File: src/rtl/ring_fifo_with_window_sum_assert.svh
// Assertion macros shared by the ring FIFO modules.
`ifndef RING_FIFO_WITH_WINDOW_SUM_ASSERT_SVH
`define RING_FIFO_WITH_WINDOW_SUM_ASSERT_SVH

// Same-cycle implication, checked outside reset.
`define RFWS_ASSERT_IMPL(lbl, ck, rs, ante, cons, msg) \
  lbl: assert property (@(posedge ck) disable iff (rs) (ante) |-> (cons)) else $error(msg);

// Next-cycle implication, checked outside reset.
`define RFWS_ASSERT_NEXT(lbl, ck, rs, ante, cons, msg) \
  lbl: assert property (@(posedge ck) disable iff (rs) (ante) |=> (cons)) else $error(msg);

`endif

File: src/rtl/rfws_pkg.sv
// Shared constants, codes and control types of the ring FIFO with window sum.
`default_nettype none

package rfws_pkg;

  localparam int DEPTH_DEFAULT = 256;
  localparam int CAP_RESET     = 256;
  localparam int CAP_MAX       = 511;

  localparam int CMD_W    = 2;
  localparam int VALUE_W  = 32;
  localparam int WIN_W    = 9;
  localparam int CFG_W    = 9;
  localparam int STATUS_W = 2;
  localparam int DATA_W   = 40;
  localparam int LEN_W    = 9;

  localparam int IN_TDATA_W  = 56;
  localparam int OUT_TDATA_W = 56;

  localparam logic [CMD_W-1:0] CMD_PUSH = 2'd0;
  localparam logic [CMD_W-1:0] CMD_POP  = 2'd1;
  localparam logic [CMD_W-1:0] CMD_WSUM = 2'd2;
  localparam logic [CMD_W-1:0] CMD_SUM  = 2'd3;

  localparam logic [STATUS_W-1:0] ST_OK    = 2'd0;
  localparam logic [STATUS_W-1:0] ST_FULL  = 2'd1;
  localparam logic [STATUS_W-1:0] ST_EMPTY = 2'd2;
  localparam logic [STATUS_W-1:0] ST_RANGE = 2'd3;

  // Commands from controller to datapath.
  typedef struct packed {
    logic take;
    logic exec;
    logic clr_wr;
    logic sum_rd;
    logic out_load;
  } ctrl_t;

  // Status from datapath to controller.
  typedef struct packed {
    logic go_sum;
    logic clr_last;
    logic rem_last;
  } stat_t;

endpackage

`default_nettype wire

File: src/rtl/rfws_ctrl.sv
// Controller of the ring FIFO: clear pass, command sequencing and result handoff.
`default_nettype none
`include "ring_fifo_with_window_sum_assert.svh"

module rfws_ctrl (
  input  wire logic            clk,
  input  wire logic            rst,
  input  wire logic            cfg_we,
  input  wire logic            in_tvalid,
  output logic                 in_tready,
  output logic                 out_tvalid,
  input  wire logic            out_tready,
  input  wire rfws_pkg::stat_t stat,
  output rfws_pkg::ctrl_t      ctrl
);

  localparam logic [2:0] S_CLEAR = 3'd0;
  localparam logic [2:0] S_IDLE  = 3'd1;
  localparam logic [2:0] S_EXEC  = 3'd2;
  localparam logic [2:0] S_SUM   = 3'd3;
  localparam logic [2:0] S_DRAIN = 3'd4;
  localparam logic [2:0] S_OUT   = 3'd5;

  logic [2:0] state;
  logic [2:0] state_next;
  logic       out_free;

  assign out_free  = !out_tvalid || out_tready;
  assign in_tready = (state == S_IDLE);

  always_comb begin
    state_next    = state;
    ctrl          = '0;
    unique case (state)
      S_CLEAR: begin
        ctrl.clr_wr = 1'b1;
        if (stat.clr_last) begin
          state_next = S_IDLE;
        end
      end
      S_IDLE: begin
        if (in_tvalid) begin
          ctrl.take  = 1'b1;
          state_next = S_EXEC;
        end
      end
      S_EXEC: begin
        ctrl.exec  = 1'b1;
        state_next = stat.go_sum ? S_SUM : S_OUT;
      end
      S_SUM: begin
        ctrl.sum_rd = 1'b1;
        if (stat.rem_last) begin
          state_next = S_DRAIN;
        end
      end
      S_DRAIN: begin
        state_next = S_OUT;
      end
      S_OUT: begin
        // hold the result until the output register frees up
        if (out_free) begin
          ctrl.out_load = 1'b1;
          state_next    = S_IDLE;
        end
      end
      default: begin
        state_next = S_CLEAR;
      end
    endcase
    if (cfg_we) begin
      state_next = S_CLEAR;
    end
  end

  always_ff @(posedge clk) begin
    if (rst) begin
      state      <= S_CLEAR;
      out_tvalid <= 1'b0;
    end else begin
      state <= state_next;
      if (ctrl.out_load) begin
        out_tvalid <= 1'b1;
      end else if (out_tready) begin
        out_tvalid <= 1'b0;
      end
    end
  end

  `RFWS_ASSERT_NEXT(a_cfg_clear, clk, rst, cfg_we, state == S_CLEAR, "no clear pass after capacity write")
  `RFWS_ASSERT_NEXT(a_take_busy, clk, rst, ctrl.take && !cfg_we, (state == S_EXEC) && !in_tready, "second word taken while busy")
  `RFWS_ASSERT_NEXT(a_load_valid, clk, rst, ctrl.out_load, out_tvalid, "loaded result not presented")

endmodule

`default_nettype wire

File: config.mk
export PLATFORM = sky130hd
export DESIGN_NAME = rfws_ctrl
export DESIGN_NICKNAME = d
export VERILOG_FILES = /design/src/rtl/rfws_pkg.sv /design/src/rtl/rfws_ctrl.sv
export VERILOG_INCLUDE_DIRS = /design/src /design/src/rtl
export SDC_FILE = /design/constraint.sdc
export NUM_CORES = 1
export LEC_CHECK = 0
export ABC_AREA = 1
export BUFFER_PORTS_ARGS = -buffer_cell sky130_fd_sc_hd__buf_2
export CORE_AREA = 2 2 39 41
export DETAILED_ROUTE_END_ITERATION = 8
export DIE_AREA = 0 0 41 43
export PLACE_DENSITY = 0.46
export SLEW_MARGIN = 40
export SYNTH_ARGS = -nofsm -noshare
export SYNTH_HDL_FRONTEND = slang
export SYNTH_SLANG_ARGS = --single-unit
export TNS_END_PERCENT = 5
File: constraint.sdc
create_clock -name clk -period 2.1 [get_ports clk]
set_input_delay 0.42 -clock clk [delete_from_list [all_inputs] [get_ports clk]]
set_output_delay 0.42 -clock clk [all_outputs]
set_load 0.03 [all_outputs]
# Yosys cells after proc, flatten, opt, wreduce, memory -nomap -nowiden
# Index checks and enable logic that the tools add are counted.
totals:
  input_bits: 8
  ff_bits: 4
  out_inout_bits: 7
  word_cells: 32
op_classes:
  mux: 15
  n_eq_ne: 9
  n_reduce_logical: 6
ops:
  columns: ["cell", "n"]
  rows:
  - ["$pmux 3 s6", 1]
  - ["$mux 3", 5]
  - ["$mux 1", 9]
  - ["$ne 2x2->1 const B", 4]
  - ["$eq 3x2->1 const B", 2]
  - ["$eq 3x3->1 const B", 2]
  - ["$reduce_and 4->1", 1]
  - ["$eq 3x1->1 const B", 1]
  - ["$logic_not 3->1", 1]
  - ["$reduce_bool 2->1", 1]
  - ["$reduce_or 2->1", 1]
  - ["$logic_not 1->1", 1]
  - ["$logic_or 1x1->1", 1]

# Logic depth before layout (Yosys ltp)
# Gate-level depths: netlist of run 1.
depth:
  depth_word: 5
  mapped_depth: 9
  depth_no_buf: 8

# Least setup slack after synthesis of run 1
# OpenSTA, ideal clock, no wires.
synth_timing:
  path_type: "register -> output"
  startpoint: "register state[0]"
  endpoint: "output port ctrl[0] (netlist bit)"
  stages_incl_launch_ff: 4
  setup_slack_ns: 0.689
  arrival_time_ns: 0.991
  path_buffers: 1
  t_required_ns: 1.680
  cell_sequence: "dfxtp_1 -> buf_6 -> nand3_2 -> a21oi_1"
synth_rtl:
  columns: ["item", "line", "source"]
  rows:
  - ["start: declaration", "rfws_ctrl.sv:24", "logic [2:0] state;"]
  - ["start signal: assignment", "rfws_ctrl.sv:81", "state <= state_next;"]
  - ["end: declaration", "rfws_ctrl.sv:14", "output rfws_pkg::ctrl_t ctrl"]

==> results of run 1 <==
per-layer routing:
layer  wire length [um]  GRT usage
met4                  0    0.06000
met5                  0          0
met2                336     0.1156
met1                295     0.1090
met3                 42    0.04712
worst max path at each step:
| stage | start | endpoint | slack [ns] | cells past startpoint |
|---|---|---|---|---|
| global placement | state[0] | ctrl[0] | 0.75 | 3 |
| global route | state[2] | in_tready | 0.41 | 4 |
| CTS | state[0] | ctrl[0] | 0.49 | 3 |
| floorplan | state[0] | ctrl[0] | 0.69 | 3 |
| finish | state[0] | ctrl[0] | 0.51 | 3 |
| detailed placement | state[0] | ctrl[0] | 0.75 | 3 |
cells by family after synthesis:
group	synth area share
AOI/OAI and AO/OA	0.1280
and+or+nand+nor	0.4360
DFF	0.2560
buffers and inverters	0.1800
stage by stage:
stage	total power [mW]	hold WS (ns)	setup slack, ns	utilization	instances
CTS	0.2375	0.3496	0.4915	0.2993	87
finish	0.2331	0.3540	0.5147	0.2993	87
global route	0.2514	0.3647	0.4121	0.2993	87
detailed placement	0.1408	0.5009	0.7512	0.2830	84
global placement	0.1415	0.4923	0.7468	0.2830	84
floorplan	0.1255	0.4847	0.6886	-	55
cells in the mapped netlist (all sizes together):
library cell and number:
nand4 1, nand3 5, inv 12, o21ai 3, a21oi 5, nor2 15, nand2 9, buf 1
dfxtp 4
registers in the layout, summed over array words and instances (netlist names):
signal,count
state,3
out_tvalid,1
cell type report:
type / count / area (um2) / share of cell area
multi-input combinational: 38 / 176.4 / 0.4260
sequential: 4 / 80.08 / 0.1934
tap: 16 / 20.02 / 0.04834
inverter: 12 / 45.04 / 0.1088
timing repair buffer: 14 / 70.07 / 0.1692
clock buffer: 3 / 22.52 / 0.05438
placed cells by master (no fill, tap or decap), drive strengths merged:
master,instances
inv,12
a21oi,5
nand3,5
dfxtp,4
clkbuf,3
nor2,15
buf,14
o21ai,3
nand4,1
nand2,9
power groups by stage:
stage / combinational (mW) / sequential [mW] / clock (mW)
after CTS: 0.0564 / 0.0835 / 0.0975
after global placement: 0.0566 / 0.0848 / 0
after floorplan: 0.0432 / 0.0822 / 0
final: 0.0552 / 0.0835 / 0.0945
after detailed placement: 0.0561 / 0.0847 / 0
after global routing: 0.0617 / 0.0842 / 0.105
worst reg2reg max path, cell delays in order, from the launching register on:
cell     delay (ns)
dfxtp_1        0.45
nand3_2        0.15
nor2_1         0.18
inv_2          0.06
nand2_2        0.06
nor2_2         0.04
nor2_1         0.08
nor2_1         0.05
==> key figures, run 1 <==
Outcome
  • Outcome: complete, no violations

Placement
  • Post-DP HPWL: 576.3 um
  • I/O Buffers: 14
  • GPL Wtd Cong: 0.6751
  • DP Area: 391.6 um2

Clocking
  • Total CTS buffers: 3
  • CTS Sinks: 4
  • Post-CTS setup buffers: 0
  • Max H-tree Level: 1
  • Root buffer cell: clkbuf_4
  • Clock latency on the worst-skew pair: 0.23 ns
  • Post_cts resized: 0
  • Longest Clk Path Bufs: 2
  • CTS Hold Bufs: 0
  • CTS tree: built
  • Clk slew on worst S/H paths: 0.04 ns

GRT
  • Vias in the first global route: 276
  • Initial antenna violation count: 0
  • Largest net degree at the start of global routing: 9
  • GR Util All Layers: 0.08927
  • First-pass GRT wire length: 1.021 mm
  • Grt ovf: 0

Timing
  • Clk_skew: 0.001131 ns
  • Final Setup Violations: 0
  • RSZ-0062 raised after global routing: false
  • Worst Tran Pin Value: 0.2582 ns
  • Slew Viols, Final: 0
  • Tcrit/Tclk final: 0.7549
  • Final min period: 1.585 ns
  • Worst rel slew slack: 0.8276
  • Setup TNS: 0 ns
  • Fmax: 630.8 MHz
  • Final hold vios: 0

Floorplan
  • Row count: 14
  • Die width: 41 um
  • IO Pins: 15
  • Die height: 43 um
  • Initial Util: 0.2260
  • Core Box Area: 1384 um2
  • Die area: 1763 um2

Worst hold path
  • WHS Endpoint: out_tvalid
  • Min-delay src: rst
  • Hold Crit Depth: 2
  • Min-Delay Path Class: in2reg

Critical path
  • Max FO, Critical Path: 8
  • Critical-path cell list: nand3_2 -> a21oi_1 -> buf_2
  • Reg2Reg Launch Point: state[0]
  • Buf/Inv on CP: 1
  • Reg2reg setup slack: 0.93 ns
  • Critical Path End Type: primary output
  • Reg2reg path depth: 7
  • CP Data Required Time: 1.68 ns
  • Arr. time, crit path: 1.17 ns
  • Setup CP Type: reg2out
  • Largest stage delay on the critical path: 0.45 ns
  • Critical Path Slowest Stage Cell: dfxtp_1
  • R2R Path End: state[1]
  • Startpoint types: flip-flop
  • Top delay family on crit path: flip-flops

Finish
  • Area grow syn2layout: 32.40%
  • Layout Nets: 81
  • Ant. Diodes: 0
  • Post-route cell area: 414.1 um2
  • Layout cell share with drive strength beyond 1: 0.3521
  • Filler cell count in the final layout: 172

Drt
  • Vias: 374
  • Drt initial violations: 3
  • Post-route ant nets: 0
  • Drt drc: 0
  • Vias/cell: 4.299
  • DR pass1 iterations: 2
  • Avg WL per Cell: 7.747 um
  • Routed WL: 674 um

Synth
  • Syn Inst Count: 55
  • Largest area contributor in the netlist: dfxtp_1
  • Distinct cells, synth: 13
  • Post-synthesis sequential area ratio: 0.2560
  • Synth top area cells: dfxtp_1, nor2_1, inv_1
  • Avg Cell Area, Syn: 5.687 um2
  • Number of synthesized register bits: 4
  • Post-synth top area share: 0.2560
  • Post-synthesis cell area: 312.8 um2
  • YS warnings: 0
  • Post-synthesis net count: 63

Pwr
  • Combinational share of power: 0.237
  • Internal: 0.1625 mW
  • Maximum vdd drop: 223.4 uV
  • Switching pwr: 0.07065 mW
  • Static leakage: 0.2328 nW
  • PwrDens: 563.0 nW/um2
  • Sequential power share: 0.358
  • Power share of the clock group: 0.405
  • Sw Share: 0.3030

Run
  • Max-capacitance violation count: 0
(Power assumes the default switching activity.)
==> run 2, diff against run 1 <==
Settings changed: PLACE_DENSITY 0.46 to 0.48.
Clock period 2.1 ns to 1.4 ns, I/O delays scaled along.
==> run 2 against run 1 <==
Effect of this change:
- sequential cell count unchanged
- clock-buffer cell count is the same
- critical path depth is the same
- clock power is 52% higher
- worst hold slack got worse by 0.14 ns
- utilization grew 2.4 points
- register-to-register slack worse by 0.66 ns
- global-route usage rose by 0.91 points
- setup slack got worse by 0.47 ns
- clock skew decreased by 0.00090 ns
- wire length increased by 16%
- non-clock buffer count unchanged
==> key figures, run 2 (same netlist as run 1, synthesis figures left out) <==
Critical path
  • Top delay family on crit path: flip-flops
  • Setup CP Type: reg2out
  • Critical Path Slowest Stage Cell: dfxtp_2
  • Critical Path End Type: primary output
  • CP Data Required Time: 1.12 ns
  • Largest stage delay on the critical path: 0.41 ns
  • Arr. time, crit path: 1.08 ns
  • Max FO, Critical Path: 8
  • Buf/Inv on CP: 1
  • Critical-path cell list: nand3_2 -> a21oi_2 -> buf_4
  • Startpoint types: flip-flop

Finish
  • Layout Nets: 81
  • Layout cell share with drive strength beyond 1: 0.4648
  • Most frequent cells in the layout: nor2_1, buf_2, inv_1, nand2_1
  • Finished Layout Cells: 87
  • Area grow syn2layout: 42.80%
  • Ant. Diodes: 0
  • Largest registers: state (3), out_tvalid (1)
  • Commonest non-fill, non-tap cell in the layout: nor2_1
  • Max reg flops: 3
  • Reg with most FFs: state

Timing
  • Hold slack: 0.2116 ns
  • RSZ-0062 raised after global routing: true
  • Slew Viols, Final: 0
  • Final hold vios: 0
  • Clk_skew: 0.0002329 ns
  • Final min period: 1.360 ns
  • Worst rel slew slack: 0.8526
  • Setup TNS: 0 ns
  • Tcrit/Tclk final: 0.9711
  • Worst Tran Pin Value: 0.2188 ns
  • Fmax: 735.5 MHz
  • Final Setup Violations: 0

Drt
  • Drt initial violations: 9
  • Routed WL: 783 um
  • Post-route ant nets: 0
  • Vias/cell: 4.391
  • Vias: 382
  • Drt drc: 0
  • DR pass1 iterations: 6
  • Avg WL per Cell: 9.000 um

Placement
  • I/O Buffers: 14
  • GPL Wtd Cong: 0.7328
  • Post-DP HPWL: 624.8 um
  • DP Cell Count: 84

Clocking
  • Clock latency on the worst-skew pair: 0.23 ns
  • Max H-tree Level: 1
  • Clk slew on worst S/H paths: 0.04 ns
  • Longest Clk Path Bufs: 2
  • CTS tree: built
  • Total CTS buffers: 3
  • CTS Sinks: 4
  • Root buffer cell: clkbuf_4

Pwr
  • Power Total: 0.3620 mW
  • Maximum vdd drop: 200.8 uV
  • PwrDens: 810.5 nW/um2
  • Static leakage: 0.2348 nW

Worst hold path
  • Min-Delay Path Class: in2reg

GRT
  • Grt ovf: 0
  • First-pass GRT wire length: 1.152 mm
  • GR Util All Layers: 0.09839
  • Largest net degree at the start of global routing: 9
  • Vias in the first global route: 316
  • Initial antenna violation count: 0

Run
  • Max-capacitance violation count: 0

Floorplan
  • Core Box Area: 1384 um2
  • Initial Util: 0.2260
  • Die width: 41 um
  • IO Pins: 15
  • Die height: 43 um
  • Die area: 1763 um2
  • Row count: 14

Outcome
  • Outcome: complete, no violations
==> run 2: cell count changes in the layout (fill, tap and decap cells not counted), moves of 2 or more <==
cell     previous run  this run
buf_4               0         3
nor2_1             14        11
nor2_2              1         4
dfxtp_2             0         2
dfxtp_1             4         2
buf_2              14        10
==> run 2: worst reg2reg max path, delay by kind of cell (launching register included) <==
family | cells | cell delay [ns]
buffers and inverters | 1 | 0.06
flip-flops | 1 | 0.41
AND/OR/NAND/NOR | 6 | 0.55
==> run 2: final cells by class <==
cell class	count	area, um2
clock buffers	3	22.52
well taps	16	20.02
repair buffers	14	83.83
fillers	172	937.1
flip-flops and latches	4	82.58
inverters	12	45.04
multi-input cells	38	192.7
==> run 2: path summary, 6_finish.rpt <==
path | to | depth (start not counted) | slack [ns] | from
min | out_tvalid | 2 | 0.21 | rst
max reg2reg | state[1] | 7 | 0.27 | state[0]
min reg2reg | out_tvalid | 2 | 0.52 | out_tvalid
max | ctrl[0] | 3 | 0.04 | state[0]
==> run 2: stage by stage <==
step	utilization	cell area, um2	setup slack, ns
floorplan	-	312.8	0.08360
global placement	0.2830	391.6	0.1847
detailed placement	0.2830	391.6	0.1671
CTS	0.3020	417.9	0.007624
global route	0.3228	446.7	-0.02149
finish	0.3228	446.7	0.04047
==> run 2: repair_timing <==
item                       in CTS  in global routing
pin swaps                       0                  1
setup endpoints to repair       5                  6
gates resized for setup         3                 13
hold buffers                    0                  0
setup buffers                   0                  0
==> run 2: power by group <==
group | switching [mW] | total [mW] | internal (mW)
sequential | 0.00835 | 0.127 | 0.119
clock | 0.0476 | 0.144 | 0.0960
combinational | 0.0566 | 0.0911 | 0.0345
total | 0.113 | 0.362 | 0.249
==> run 2: layer usage <==
metal	wire, um	vias up	global-route usage
met3	36	2	0.03141
met5	0	-	0
met1	344	163	0.1093
met2	391	14	0.1531
met4	11	0	0.06000
li1	-	203	-
